[src/rtl/usbtd_pkg.sv]
`default_nettype none
package usbtd_pkg;

  localparam int MAX_TDS_DEFAULT = 64;
  localparam int CMDQ_DEPTH_DEFAULT = 2;

  localparam int PKT_W = 7;
  localparam int LEN_W = 12;
  localparam int CFG_IDX_W = 2;
  localparam int CFG_DATA_W = 7;

  // register indexes of the configuration port
  localparam logic [CFG_IDX_W-1:0] CFG_CONTROL_PKT = 2'd0;
  localparam logic [CFG_IDX_W-1:0] CFG_BULK_PKT    = 2'd1;
  localparam logic [CFG_IDX_W-1:0] CFG_BULK_TOGGLE = 2'd2;

  localparam logic [PKT_W-1:0] CONTROL_PKT_RESET = 7'd8;
  localparam logic [PKT_W-1:0] BULK_PKT_RESET    = 7'd64;
  localparam logic [PKT_W-1:0] PKT_MAX           = 7'd64;
  localparam logic             BULK_TOGGLE_RESET = 1'b1;

  localparam logic [LEN_W-1:0] CONTROL_MAX_LEN = 12'd2048;
  localparam logic [LEN_W-1:0] BULK_MAX_LEN    = 12'd3072;

  localparam logic [7:0] PID_SETUP = 8'h2D;
  localparam logic [7:0] PID_IN    = 8'h69;
  localparam logic [7:0] PID_OUT   = 8'hE1;

  localparam logic [10:0] NULL_LEN  = 11'h7FF;
  localparam logic [10:0] SETUP_LEN = 11'd7;

  localparam logic [31:0] CTL_ACTIVE = 32'h0080_0000;
  localparam logic [31:0] CTL_IOC    = 32'h0100_0000;
  localparam logic [31:0] CTL_LS     = 32'h0400_0000;
  localparam logic [31:0] CTL_CERR3  = 32'h1800_0000;

  localparam logic [LEN_W-1:0] DATA_BASE  = 12'h400;
  localparam logic [LEN_W-1:0] STATUS_BUF = 12'h300;

  typedef struct packed {
    logic             xfer_kind;
    logic [6:0]       device_address;
    logic [3:0]       endpoint_number;
    logic             direction_in;
    logic             ls_device;
    logic [LEN_W-1:0] byte_length;
  } req_t;

  typedef struct packed {
    logic [31:0]      td_token;
    logic [31:0]      td_control;
    logic [LEN_W-1:0] buffer_offset;
    logic             last_td;
    logic             length_error;
  } td_t;

  // classified request handed from front to back
  typedef struct packed {
    logic             bulk;
    logic [6:0]       addr;
    logic [3:0]       ep;
    logic             dir_in;
    logic             ls;
    logic [LEN_W-1:0] len;
    logic [PKT_W-1:0] pkt;
    logic             first_toggle;
    logic             err;
  } cmd_t;

  typedef enum logic [2:0] {
    ST_IDLE,
    ST_SETUP,
    ST_DATA,
    ST_STATUS,
    ST_ERROR
  } back_state_t;

  function automatic logic [31:0] make_token(
    input logic [10:0] maxlen,
    input logic        toggle,
    input logic [3:0]  ep,
    input logic [6:0]  addr,
    input logic [7:0]  pid
  );
    return {maxlen, 1'b0, toggle, ep, addr, pid};
  endfunction

  function automatic logic [PKT_W-1:0] clamp_pkt(input logic [PKT_W-1:0] v);
    logic [PKT_W-1:0] r;
    r = v;
    if (v == '0) r = 7'd1;
    else if (v > PKT_MAX) r = PKT_MAX;
    return r;
  endfunction

endpackage
`default_nettype wire

[src/rtl/usbtd_front.sv]
`default_nettype none
module usbtd_front #(
  parameter int MAX_TDS = usbtd_pkg::MAX_TDS_DEFAULT
) (
  input  wire logic                               clk,
  input  wire logic                               rst_n,
  input  wire logic                               cfg_we,
  input  wire logic [usbtd_pkg::CFG_IDX_W-1:0]    cfg_index,
  input  wire logic [usbtd_pkg::CFG_DATA_W-1:0]   cfg_wdata,
  input  wire logic                               in_push,
  input  wire usbtd_pkg::req_t                    in_data,
  input  wire logic                               q_full,
  output logic                                    q_push,
  output usbtd_pkg::cmd_t                         q_data
);

  localparam int TdW   = $clog2(MAX_TDS + 1);
  localparam int ProdW = TdW + usbtd_pkg::PKT_W;
  localparam int CmpW  = (ProdW > usbtd_pkg::LEN_W) ? ProdW : usbtd_pkg::LEN_W;
  localparam logic [TdW-1:0] LimBulk = TdW'(MAX_TDS);
  localparam logic [TdW-1:0] LimCtl  = TdW'(MAX_TDS - 2);

  logic [usbtd_pkg::PKT_W-1:0] ctl_pkt_r;
  logic [usbtd_pkg::PKT_W-1:0] blk_pkt_r;
  logic                        blk_tog_r;

  logic [usbtd_pkg::PKT_W-1:0] pkt;
  logic [TdW-1:0]              lim;
  logic [ProdW-1:0]            span;
  logic                        too_many;
  logic                        bad_len;

  always_ff @(posedge clk) begin
    if (!rst_n) begin
      ctl_pkt_r <= usbtd_pkg::CONTROL_PKT_RESET;
      blk_pkt_r <= usbtd_pkg::BULK_PKT_RESET;
      blk_tog_r <= usbtd_pkg::BULK_TOGGLE_RESET;
    end else if (cfg_we) begin
      case (cfg_index)
        usbtd_pkg::CFG_CONTROL_PKT: ctl_pkt_r <= cfg_wdata;
        usbtd_pkg::CFG_BULK_PKT:    blk_pkt_r <= cfg_wdata;
        usbtd_pkg::CFG_BULK_TOGGLE: blk_tog_r <= cfg_wdata[0];
        default: ;
      endcase
    end
  end

  // ceil(len / pkt) > lim holds exactly when len > lim * pkt
  always_comb begin
    pkt  = usbtd_pkg::clamp_pkt(in_data.xfer_kind ? blk_pkt_r : ctl_pkt_r);
    lim  = in_data.xfer_kind ? LimBulk : LimCtl;
    span = ProdW'(lim) * ProdW'(pkt);
    too_many = CmpW'(in_data.byte_length) > CmpW'(span);
    if (in_data.xfer_kind)
      bad_len = (in_data.byte_length == '0) ||
                (in_data.byte_length > usbtd_pkg::BULK_MAX_LEN);
    else
      bad_len = in_data.byte_length > usbtd_pkg::CONTROL_MAX_LEN;
  end

  always_comb begin
    q_push              = in_push && !q_full;
    q_data.bulk         = in_data.xfer_kind;
    q_data.addr         = in_data.device_address;
    q_data.ep           = in_data.endpoint_number;
    q_data.dir_in       = in_data.direction_in;
    q_data.ls           = in_data.ls_device;
    q_data.len          = in_data.byte_length;
    q_data.pkt          = pkt;
    q_data.first_toggle = blk_tog_r;
    q_data.err          = bad_len || too_many;
  end

endmodule
`default_nettype wire

[src/rtl/usbtd_cmdq.sv]
`default_nettype none
module usbtd_cmdq #(
  parameter int DEPTH = usbtd_pkg::CMDQ_DEPTH_DEFAULT
) (
  input  wire logic             clk,
  input  wire logic             rst_n,
  input  wire logic             push,
  input  wire usbtd_pkg::cmd_t  wr_data,
  output logic                  full,
  input  wire logic             pop,
  output usbtd_pkg::cmd_t       rd_data,
  output logic                  empty
);

  localparam int PtrW = (DEPTH > 1) ? $clog2(DEPTH) : 1;
  localparam int CntW = $clog2(DEPTH + 1);
  localparam logic [PtrW-1:0] LastPtr = PtrW'(DEPTH - 1);
  localparam logic [CntW-1:0] FullCnt = CntW'(DEPTH);

  usbtd_pkg::cmd_t entry_r [DEPTH];
  logic [PtrW-1:0] wr_ptr_r, wr_ptr_nxt;
  logic [PtrW-1:0] rd_ptr_r, rd_ptr_nxt;
  logic [CntW-1:0] count_r, count_nxt;
  logic            do_push, do_pop;

  always_comb begin
    full    = count_r == FullCnt;
    empty   = count_r == '0;
    do_push = push && !full;
    do_pop  = pop && !empty;
    rd_data = entry_r[rd_ptr_r];
    wr_ptr_nxt = wr_ptr_r;
    rd_ptr_nxt = rd_ptr_r;
    count_nxt  = count_r;
    if (do_push) wr_ptr_nxt = (wr_ptr_r == LastPtr) ? '0 : wr_ptr_r + 1'b1;
    if (do_pop)  rd_ptr_nxt = (rd_ptr_r == LastPtr) ? '0 : rd_ptr_r + 1'b1;
    if (do_push && !do_pop) count_nxt = count_r + 1'b1;
    else if (do_pop && !do_push) count_nxt = count_r - 1'b1;
  end

  always_ff @(posedge clk) begin
    if (!rst_n) begin
      wr_ptr_r <= '0;
      rd_ptr_r <= '0;
      count_r  <= '0;
    end else begin
      wr_ptr_r <= wr_ptr_nxt;
      rd_ptr_r <= rd_ptr_nxt;
      count_r  <= count_nxt;
    end
  end

  always_ff @(posedge clk) begin
    if (do_push) entry_r[wr_ptr_r] <= wr_data;
  end

`ifndef SYNTHESIS
  a_count_bound: assert property (@(posedge clk) disable iff (!rst_n)
    count_r <= FullCnt) else $error("command queue count past depth");
  a_ptr_gap: assert property (@(posedge clk) disable iff (!rst_n)
    (count_r == '0) |-> (wr_ptr_r == rd_ptr_r)) else $error("empty queue with pointer gap");
  a_pop_hold: assert property (@(posedge clk) disable iff (!rst_n)
    (do_pop && !do_push) |=> (count_r == $past(count_r) - 1'b1))
    else $error("pop did not drain queue");
`endif

endmodule
`default_nettype wire

[src/rtl/usbtd_back.sv]
`default_nettype none
module usbtd_back (
  input  wire logic             clk,
  input  wire logic             rst_n,
  input  wire logic             q_empty,
  input  wire usbtd_pkg::cmd_t  q_data,
  output logic                  q_pop,
  output logic                  out_empty,
  input  wire logic             out_pop,
  output usbtd_pkg::td_t        out_data
);

  usbtd_pkg::back_state_t state_r, state_nxt;
  usbtd_pkg::cmd_t        cmd_r, cmd_nxt;
  logic [usbtd_pkg::LEN_W-1:0] off_r, off_nxt;
  logic                        tog_r, tog_nxt;
  usbtd_pkg::td_t              out_r;
  logic                        out_valid_r;

  logic                        adv;
  logic                        emit;
  usbtd_pkg::td_t              desc;
  logic [usbtd_pkg::LEN_W-1:0] rem;
  logic                        last_pkt;
  logic [usbtd_pkg::PKT_W-1:0] sz;
  logic [31:0]                 ctl_word;
  logic [7:0]                  pkt_pid;
  logic [7:0]                  status_pid;
  logic [3:0]                  data_ep;

  always_comb begin
    adv        = !out_valid_r || out_pop;
    rem        = cmd_r.len - off_r;
    last_pkt   = rem <= usbtd_pkg::LEN_W'(cmd_r.pkt);
    sz         = last_pkt ? rem[usbtd_pkg::PKT_W-1:0] : cmd_r.pkt;
    ctl_word   = usbtd_pkg::CTL_ACTIVE | usbtd_pkg::CTL_CERR3 |
                 ((cmd_r.ls && !cmd_r.bulk) ? usbtd_pkg::CTL_LS : 32'h0);
    pkt_pid    = cmd_r.dir_in ? usbtd_pkg::PID_IN : usbtd_pkg::PID_OUT;
    status_pid = cmd_r.dir_in ? usbtd_pkg::PID_OUT : usbtd_pkg::PID_IN;
    data_ep    = cmd_r.bulk ? cmd_r.ep : 4'd0;
  end

  always_comb begin
    state_nxt = state_r;
    case (state_r)
      usbtd_pkg::ST_IDLE: begin
        if (!q_empty) begin
          if (q_data.err) state_nxt = usbtd_pkg::ST_ERROR;
          else if (q_data.bulk) state_nxt = usbtd_pkg::ST_DATA;
          else state_nxt = usbtd_pkg::ST_SETUP;
        end
      end
      usbtd_pkg::ST_SETUP: begin
        if (adv) state_nxt = (cmd_r.len == '0) ? usbtd_pkg::ST_STATUS : usbtd_pkg::ST_DATA;
      end
      usbtd_pkg::ST_DATA: begin
        if (adv && last_pkt) state_nxt = cmd_r.bulk ? usbtd_pkg::ST_IDLE : usbtd_pkg::ST_STATUS;
      end
      usbtd_pkg::ST_STATUS: begin
        if (adv) state_nxt = usbtd_pkg::ST_IDLE;
      end
      usbtd_pkg::ST_ERROR: begin
        if (adv) state_nxt = usbtd_pkg::ST_IDLE;
      end
      default: state_nxt = usbtd_pkg::ST_IDLE;
    endcase
  end

  always_comb begin
    q_pop   = 1'b0;
    emit    = 1'b0;
    desc    = '0;
    cmd_nxt = cmd_r;
    off_nxt = off_r;
    tog_nxt = tog_r;
    case (state_r)
      usbtd_pkg::ST_IDLE: begin
        q_pop   = !q_empty;
        cmd_nxt = q_data;
        off_nxt = '0;
        tog_nxt = q_data.bulk ? q_data.first_toggle : 1'b1;
      end
      usbtd_pkg::ST_SETUP: begin
        emit = adv;
        desc.td_token = usbtd_pkg::make_token(usbtd_pkg::SETUP_LEN, 1'b0, 4'd0,
                                              cmd_r.addr, usbtd_pkg::PID_SETUP);
        desc.td_control = ctl_word;
      end
      usbtd_pkg::ST_DATA: begin
        emit = adv;
        desc.td_token = usbtd_pkg::make_token(11'(sz - 1'b1), tog_r, data_ep,
                                              cmd_r.addr, pkt_pid);
        desc.td_control    = ctl_word;
        desc.buffer_offset = usbtd_pkg::DATA_BASE + off_r;
        desc.last_td       = cmd_r.bulk && last_pkt;
        if (adv) begin
          off_nxt = off_r + usbtd_pkg::LEN_W'(sz);
          tog_nxt = ~tog_r;
        end
      end
      usbtd_pkg::ST_STATUS: begin
        emit = adv;
        desc.td_token = usbtd_pkg::make_token(usbtd_pkg::NULL_LEN, 1'b1, 4'd0,
                                              cmd_r.addr, status_pid);
        desc.td_control    = ctl_word | usbtd_pkg::CTL_IOC;
        desc.buffer_offset = usbtd_pkg::STATUS_BUF;
        desc.last_td       = 1'b1;
      end
      usbtd_pkg::ST_ERROR: begin
        emit = adv;
        desc.last_td      = 1'b1;
        desc.length_error = 1'b1;
      end
      default: ;
    endcase
  end

  always_ff @(posedge clk) begin
    if (!rst_n) begin
      state_r     <= usbtd_pkg::ST_IDLE;
      out_valid_r <= 1'b0;
    end else begin
      state_r <= state_nxt;
      if (emit) out_valid_r <= 1'b1;
      else if (out_pop) out_valid_r <= 1'b0;
    end
  end

  always_ff @(posedge clk) begin
    cmd_r <= cmd_nxt;
    off_r <= off_nxt;
    tog_r <= tog_nxt;
    if (emit) out_r <= desc;
  end

  assign out_empty = !out_valid_r;
  assign out_data  = out_r;

`ifndef SYNTHESIS
  a_pop_idle: assert property (@(posedge clk) disable iff (!rst_n)
    q_pop |-> (state_r == usbtd_pkg::ST_IDLE)) else $error("queue read while busy");
  a_data_off: assert property (@(posedge clk) disable iff (!rst_n)
    (state_r == usbtd_pkg::ST_DATA) |-> (off_r < cmd_r.len)) else $error("data past length");
  a_setup_ctl: assert property (@(posedge clk) disable iff (!rst_n)
    (state_r == usbtd_pkg::ST_SETUP) |-> !cmd_r.bulk) else $error("setup on bulk request");
  a_err_last: assert property (@(posedge clk) disable iff (!rst_n)
    (out_valid_r && out_r.length_error) |-> out_r.last_td) else $error("error word not last");
  a_no_overrun: assert property (@(posedge clk) disable iff (!rst_n)
    (out_valid_r && !out_pop) |-> !emit) else $error("output word overwritten");
`endif

endmodule
`default_nettype wire

[src/rtl/usb_td_chain_builder.sv]
`default_nettype none
// UHCI transfer descriptor chain builder. Each request word pushed on the
// input queue expands into its chain of descriptor words on the output queue:
// for control, a SETUP descriptor, the data packets with alternating toggle and
// a status descriptor with IOC; for bulk, the data packets alone. A request
// that cannot be built yields a single word with length_error and last_td set.
// The front classifies a request in the cycle it is pushed (length limits and
// chain length against MAX_TDS, checked with one multiply), then parks it in a
// CMDQ_DEPTH-deep command queue. The back sequencer loads one request in its
// idle state and then issues one descriptor per cycle while the output is
// popped every cycle, up to MAX_TDS descriptors per request; while a word sits
// unpopped in the output register the sequencer holds. Write the packet size
// and toggle registers only while no request is in flight.
module usb_td_chain_builder #(
  parameter int MAX_TDS    = usbtd_pkg::MAX_TDS_DEFAULT,
  parameter int CMDQ_DEPTH = usbtd_pkg::CMDQ_DEPTH_DEFAULT
) (
  input  wire logic                               clk,
  input  wire logic                               rst_n,
  input  wire logic                               cfg_we,
  input  wire logic [usbtd_pkg::CFG_IDX_W-1:0]    cfg_index,
  input  wire logic [usbtd_pkg::CFG_DATA_W-1:0]   cfg_wdata,
  input  wire logic                               in_push,
  output logic                                    in_full,
  input  wire usbtd_pkg::req_t                    in_data,
  output logic                                    out_empty,
  input  wire logic                               out_pop,
  output usbtd_pkg::td_t                          out_data
);

  logic            q_push;
  usbtd_pkg::cmd_t q_wr_data;
  logic            q_full;
  logic            q_pop;
  usbtd_pkg::cmd_t q_rd_data;
  logic            q_empty;

  // classify requests and hold the configuration registers
  usbtd_front #(
    .MAX_TDS (MAX_TDS)
  ) u_front (
    .clk       (clk),
    .rst_n     (rst_n),
    .cfg_we    (cfg_we),
    .cfg_index (cfg_index),
    .cfg_wdata (cfg_wdata),
    .in_push   (in_push),
    .in_data   (in_data),
    .q_full    (q_full),
    .q_push    (q_push),
    .q_data    (q_wr_data)
  );

  // decouple classification from descriptor issue
  usbtd_cmdq #(
    .DEPTH (CMDQ_DEPTH)
  ) u_cmdq (
    .clk     (clk),
    .rst_n   (rst_n),
    .push    (q_push),
    .wr_data (q_wr_data),
    .full    (q_full),
    .pop     (q_pop),
    .rd_data (q_rd_data),
    .empty   (q_empty)
  );

  // walk each request's chain, one descriptor word per cycle while the output is popped
  usbtd_back u_back (
    .clk       (clk),
    .rst_n     (rst_n),
    .q_empty   (q_empty),
    .q_data    (q_rd_data),
    .q_pop     (q_pop),
    .out_empty (out_empty),
    .out_pop   (out_pop),
    .out_data  (out_data)
  );

  // full back-pressures the request side directly
  assign in_full = q_full;

endmodule
`default_nettype wire
[config.mk]
export PLATFORM = sky130hd
export DESIGN_NAME = usb_td_chain_builder
export DESIGN_NICKNAME = d
export VERILOG_FILES = /design/src/rtl/usbtd_pkg.sv /design/src/rtl/usbtd_front.sv /design/src/rtl/usbtd_cmdq.sv /design/src/rtl/usbtd_back.sv /design/src/rtl/usb_td_chain_builder.sv
export SDC_FILE = /design/constraint.sdc
export NUM_CORES = 1
export LEC_CHECK = 0
export ABC_AREA = 1
export BUFFER_PORTS_ARGS = -buffer_cell sky130_fd_sc_hd__buf_2
export CELL_PAD_IN_SITES_DETAIL_PLACEMENT = 2
export CELL_PAD_IN_SITES_GLOBAL_PLACEMENT = 2
export CORE_MARGIN = 2
export CORE_UTILIZATION = 40
export CTS_CLUSTER_DIAMETER = 100
export DETAILED_ROUTE_END_ITERATION = 16
export PLACE_DENSITY_LB_ADDON = 0.1
export SLEW_MARGIN = 20
export SYNTH_ARGS = -nofsm -noshare
export SYNTH_HDL_FRONTEND = slang
export SYNTH_SLANG_ARGS = --single-unit
[constraint.sdc]
create_clock -name clk -period 16.1 [get_ports clk]
set_input_delay 0.805 -clock clk [delete_from_list [all_inputs] [get_ports clk]]
set_output_delay 0.805 -clock clk [all_outputs]
set_load 0.01 [all_outputs]
==> flow_metrics.py, run 1 <==
metrics = {
    "logic_synthesis": {
        "synthMuxAreaShare": 0.0396,
        "avgSynthCellArea_um2": 10.4,
        "synth_area_leaders": "edfxtp_1, ha_1, nand2_1",
        "synth-seq-cells": 181,
        "ys_seq_area_frac": 0.527,
        "synth_adder_area_share": 0.120,
        "yosys.area.top_type": "edfxtp_1",
        "netlist_area_mm2": 0.00986,
        "synthCells": 952,
        "ys.flop_type": "edfxtp_1",
        "synth_simple_gate_area_frac": 0.144,
        "synthArstFlopShare": 0,
        "synth-xor-area-share": 0.0142,
        "synth.distinct_cells": 50,
        "synth_edf_count": 157,
        "synth-compound-area-share": 0.0651,
        "synth_top_family_by_area": "simple AND/OR/NAND/NOR gates",
        "ys_warn_count": 0,
        "synth_top_area_share": 0.478,
    },
    "clocking": {
        "cts_buffer_depth": 2,
        "clock_latency_ps": 450,
        "cts_buffers": 17,
        "cts_sinks": 181,
        "post_cts_buffers": 0,
        "post_cts_resized": 0,
        "cts_root_buf": "clkbuf_16",
        "cts_hold_buffers": 0,
        "path_clk_slew_ps": 80,
        "cts_tree": "done",
        "htree_levels": 4,
    },
    "grt": {
        "grtUsageMet1": 0.247,
        "busiest_layer": "met2",
        "grtUsageTotal": 0.214,
        "grt_max_degree": 42,
        "grtUsageMet3": 0.0339,
        "overflow": 0,
        "met2_usage": 0.406,
        "antenna_found_initial": 0,
        "grt_pass1_wl_mm": 42.5,
        "grt_pass1_vias": 7722,
    },
    "timing": {
        "hold_violations": 0,
        "skew_ps": 13.1,
        "max_freq_mhz": 152,
        "finalCritPeriodShare": 0.409,
        "grt_setup_unrepaired": "false",
        "setup_viol": 0,
        "maxSlewViolCount": 0,
        "slew_headroom": 0.414,
        "worstMarginPinSlew_ps": 874,
        "fin_crit_ps": 6580,
        "finalSetupTns_ps": 0,
    },
    "finish": {
        "num_antenna_cells": 0,
        "utilization": 0.463,
        "fillers": 2602,
        "drive_above_1_share": 0.184,
        "multi_input_area_mm2": 0.00392,
        "regArea_mm2": 0.00519,
        "fin_nets": 1173,
        "layout_commonest_cell": "edfxtp_1",
        "design_area_mm2": 0.0112,
        "final_cell_mix": "edfxtp_1, nand2_1, inv_1",
        "area_growth_pct": 13.9,
    },
    "floorplanning": {
        "core_mm2": 0.0242,
        "fp.dieArea_mm2": 0.0259,
        "io_pins": 120,
        "die_y_um": 161,
        "die_w_um": 161,
        "rows": 57,
        "start_util": 0.407,
    },
    "setup_path": {
        "required_ps": 16300,
        "crit_path_end_kind": "register",
        "startpoint_type": "primary input",
        "crit_fanout": 19,
        "slowest_stage": "fa_1",
        "slowest_delay_ps": 540,
        "critPathTopFamily": "adder cells",
        "crit_type": "in -> reg",
        "arrival_ps": 6780,
        "path_buf_inv": 7,
        "cpMostUsedCell": "nand2_1",
    },
    "place": {
        "dp_hpwl_mm": 20.4,
        "post_dp_cell_area_mm2": 0.0106,
        "routabilityCongestion": 0.763,
        "place.port_buffers": 89,
    },
    "pwr": {
        "cellPowerDensity_mw_per_mm2": 211,
        "finalPower_mw": 2.37,
        "leakage_nw": 5.03,
        "ir_drop_mv": 0.0856,
    },
    "min_path": {
        "min_path_type": "reg -> reg",
    },
    "drt": {
        "vias_per_cell": 5.04,
        "vias": 6984,
        "drc": 0,
        "ant_nets": 0,
        "post_drt_wl_per_cell_um": 19.7,
        "drtIter0Drc": 337,
        "first_pass_iters": 4,
        "wirelength_mm": 27.3,
    },
    "flow_run": {
        "maxCapViolCount": 0,
    },
    "status": {
        "status": "finished, final reports clean",
    },
}
stage by stage:
stage	setup WS, ps	hold WS (ps)	std cells
floorplan	10020	424	982
global placement	9300	435	1351
detailed placement	9020	465	1351
CTS	9470	479	1383
global route	8880	489	1386
finish	9520	474	1386
layer usage:
layer | part of all wire | up-vias
li1 | - | 3328
met3 | 0.024 | 28
met4 | 0.015 | 0
met5 | 0 | -
met1 | 0.41 | 3524
met2 | 0.55 | 104
power breakdown:
group | switching [mW] | internal [mW]
Combinational | 0.753 | 0.373
Clock | 0.211 | 0.219
Sequential | 0.0862 | 0.725
Total | 1.05 | 1.32
cell usage after synthesis (4+ instances only):
| library cell | number |
|---|---|
| xor2_1 | 10 |
| inv_1 | 143 |
| ha_1 | 67 |
| nand2_1 | 150 |
| o21ai_0 | 47 |
| nand4_1 | 9 |
| clkbuf_1 | 8 |
| edfxtp_1 | 157 |
| nor4_1 | 5 |
| buf_4 | 38 |
| nand2_2 | 7 |
| o21bai_1 | 5 |
| nor3_1 | 12 |
| o21ai_1 | 4 |
| nand3_1 | 32 |
| xnor2_1 | 6 |
| nor2_1 | 86 |
| mux2_2 | 32 |
| fa_1 | 17 |
| dfxtp_1 | 24 |
| a21oi_1 | 47 |
flip-flops by register name, indices dropped and copies added, names as in the netlist, named ones only:
| register | count |
|---|---|
| u_back.out_valid_r | 1 |
| u_front.blk_tog_r | 1 |
| u_back.out_data | 41 |
| u_front.ctl_pkt_r | 7 |
| u_cmdq.wr_ptr_r | 1 |
| u_back.off_r | 12 |
| u_back.tog_r | 1 |
| u_cmdq.count_r | 2 |
| u_cmdq.entry_r | 70 |
| u_front.blk_pkt_r | 7 |
| u_back.state_r | 3 |
| u_cmdq.rd_ptr_r | 1 |
| u_back.cmd_r | 33 |
worst register-to-register path, delay by kind of cell (launching register included):
family / cells / cell delay [ps]
AND/OR/NAND/NOR: 12 / 1140
AO/OA/AOI/OAI: 7 / 1290
XOR/XNOR: 1 / 170
flip-flops: 1 / 330
adder cells (fa/ha/maj): 6 / 2390
buffers and inverters: 5 / 410
logic make-up (layout without fill, tap and decap cells):
logic type / Yosys count / in the layout
simple gates: 321 / 321
buf+inv: 197 / 277
xor+xnor: 16 / 16
flops: 181 / 181
fa+ha+maj: 84 / 84
compound gates: 116 / 116
other cells: 2 / 32
mux: 35 / 35
worst paths after layout:
kind | end | cells past startpoint | start | slack [ps]
setup / recovery | u_cmdq.entry_r[1][0] | 33 | in_data[25] | 9520
setup reg to reg | u_cmdq.entry_r[1][0] | 31 | u_front.blk_pkt_r[5] | 10110
hold reg to reg | u_front.blk_pkt_r[6] | 2 | u_front.blk_pkt_r[6] | 470
hold / removal | u_front.blk_pkt_r[6] | 2 | u_front.blk_pkt_r[6] | 470
layout make-up:
cell class | count | share of cell area
well taps | 324 | 0.0361
multi-input cells | 604 | 0.349
clock buffers | 19 | 0.0405
repair buffers | 97 | 0.0497
flip-flops and latches | 181 | 0.462
clock inverters | 13 | 0.0133
inverters | 148 | 0.0494
Note: power is estimated with default switching activity, not from simulation.
==> inputs of run 2 (changes only) <==
Settings changed: CORE_UTILIZATION 40 to 34.
Clock period 16.1 ns to 5.8 ns, I/O delays scaled along.
==> run 2 against run 1 <==
Flip-flop and latch count unchanged. Global-route usage is 3.9 points lower. Clock skew is 6.6 ps higher. Non-clock buffer count grew 18. Via count down 1.8%. Combinational power increased to 2.7 times the previous value. Die area grew 17%. Final cell count grew 5.6%. Register-to-register slack worse by 9600 ps. Worst setup slack got worse by 9000 ps. Largest power group unchanged. Clock power increased to 2.7 times the previous value. Worst hold slack worse by 440 ps.
==> flow_metrics.py, run 2 (synthesis results as in run 1) <==
metrics = {
    "timing": {
        "slew_headroom": 0.378,
        "finalCritPeriodShare": 0.918,
        "max_freq_mhz": 188,
        "grt_setup_unrepaired": "false",
        "skew_ps": 19.6,
        "setup_viol": 0,
        "fin_worst_hold_slack_ps": 31.0,
        "hold_violations": 0,
        "worstMarginPinSlew_ps": 931,
        "maxSlewViolCount": 0,
        "fin_crit_ps": 5320,
        "fin_ws_ps": 477,
    },
    "setup_path": {
        "crit_path_end_kind": "register",
        "reg2reg_to": "u_back.off_r[8]",
        "slowest_stage": "edfxtp_1",
        "required_ps": 5970,
        "crit_type": "reg -> reg",
        "r2r_cells": 33,
        "startpoint_type": "register",
        "slowest_delay_ps": 420,
        "cpMostUsedCell": "nand2_1",
        "crit_fanout": 6,
        "worstReg2RegStart": "u_back.cmd_r[9]",
        "arrival_ps": 5500,
        "reg2reg_slack_ps": 480,
        "crit_start": "u_back.cmd_r[9]",
        "endpoint": "u_back.off_r[8]",
    },
    "finish": {
        "multi_input_area_mm2": 0.00397,
        "num_antenna_cells": 0,
        "design_area_mm2": 0.0115,
        "layout_commonest_cell": "edfxtp_1",
        "final_cell_mix": "edfxtp_1, nand2_1, inv_1",
        "regArea_mm2": 0.00519,
        "fillers": 3099,
        "area_growth_pct": 16.4,
        "top_register": "u_cmdq.entry_r",
        "largest_reg_flops": 70,
        "drive_above_1_share": 0.207,
        "fin_cells": 1464,
        "fin_nets": 1191,
    },
    "pwr": {
        "combPwrFrac": 0.474,
        "finalPower_mw": 6.51,
        "sequentialPowerShare": 0.344,
        "ir_drop_mv": 0.209,
        "netSwitchingFraction": 0.430,
        "p_clk_frac": 0.182,
        "intPower_mw": 3.71,
        "leakage_nw": 5.11,
        "cellPowerDensity_mw_per_mm2": 567,
        "p_sw_mw": 2.80,
    },
    "floorplanning": {
        "rows": 62,
        "die_w_um": 174,
        "core_mm2": 0.0286,
        "die_y_um": 174,
        "fp.dieArea_mm2": 0.0304,
        "start_util": 0.345,
        "io_pins": 120,
    },
    "clocking": {
        "clock_latency_ps": 440,
        "cts_root_buf": "clkbuf_16",
        "cts_tree": "done",
        "cts_sinks": 181,
        "path_clk_slew_ps": 80,
        "cts_hold_buffers": 0,
        "cts_buffer_depth": 2,
        "cts_buffers": 17,
        "htree_levels": 4,
    },
    "grt": {
        "grtUsageTotal": 0.175,
        "grt_max_degree": 37,
        "grt_pass1_vias": 7496,
        "antenna_found_initial": 0,
        "overflow": 0,
        "grt_pass1_wl_mm": 41.3,
    },
    "drt": {
        "vias_per_cell": 4.68,
        "drtIter0Drc": 278,
        "wirelength_mm": 25.6,
        "vias": 6856,
        "first_pass_iters": 4,
        "drc": 0,
        "post_drt_wl_per_cell_um": 17.5,
        "ant_nets": 0,
    },
    "flow_run": {
        "maxCapViolCount": 0,
    },
    "place": {
        "dp_hpwl_mm": 20.0,
        "dp_worst_setup_slack_ps": -165,
        "numPlacedInstances": 1428,
        "post_dp_cell_area_mm2": 0.0108,
        "place.port_buffers": 89,
        "routabilityCongestion": 0.782,
    },
    "min_path": {
        "hold_depth": 1,
        "min_path_type": "in -> reg",
    },
    "status": {
        "status": "finished, final reports clean",
    },
}
## run 2: changes by cell type in the layout (fill, tap and decap cells not counted), sizes merged
| cell | change |
|---|---|
| buf | +18 |
| clkinv | +1 |
| inv | -1 |
## run 2: metrics by stage
stage	setup TNS, ps	util
2_1_floorplan	0	-
3_3_place_gp	0	0.376
3_5_place_dp	-330	0.376
4_1_cts	0	0.397
5_1_grt	0	0.401
6_report	0	0.401
## run 2: layout make-up
class / instances / share of cell area
Clock inverter: 13 / 0.0134
Inverter: 148 / 0.0484
Multi-Input combinational cell: 604 / 0.345
Tap cell: 384 / 0.0418
Clock buffer: 19 / 0.0396
Timing Repair Buffer: 115 / 0.0591
Sequential cell: 181 / 0.452
## run 2: worst min path at each step
stage / slack, ps / endpoint / from
2_1_floorplan: 390 / u_cmdq.entry_r[0][10] / in_data[1]
3_3_place_gp: 430 / register / u_cmdq.rd_ptr_r
3_5_place_dp: 450 / register / u_cmdq.rd_ptr_r
4_1_cts: 8 / u_cmdq.entry_r[1][25] / in_data[16]
5_1_grt: 10 / u_cmdq.entry_r[0][28] / in_data[19]
6_report: 30 / u_cmdq.entry_r[1][28] / in_data[19]
## run 2: worst max-delay path: cells and delay by family, from the launching register on
family | cells | cell delay [ps]
buffers and inverters | 5 | 470
AND/OR/NAND/NOR | 16 | 1670
flip-flops | 1 | 420
adder cells (fa/ha/maj) | 5 | 1440
AO/OA/AOI/OAI | 6 | 910
XOR/XNOR | 1 | 170
## run 2: repair_timing
action | 4_1_cts | 5_1_grt
setup buffers | 0 | 1
gates resized for setup | 0 | 16
setup endpoints to repair | 0 | 5
## run 2: layer usage
| metal | vias to the layer above | GRT usage | part of all wire |
|---|---|---|---|
| met2 | 94 | 0.325 | 0.54 |
| met1 | 3391 | 0.210 | 0.42 |
| met4 | 0 | 0.0529 | 0.015 |
| met5 | - | 0 | 0 |
| met3 | 20 | 0.0236 | 0.024 |
| li1 | 3351 | - | - |
## run 2: power by group through the flow
stage	registers (mW)	logic (mW)	clock network [mW]
6_report	2.24	3.09	1.18
4_1_cts	2.26	3.11	1.21
3_3_place_gp	2.26	2.98	0
5_1_grt	2.29	3.53	1.26
2_1_floorplan	2.27	2.05	0
3_5_place_dp	2.29	3.07	0
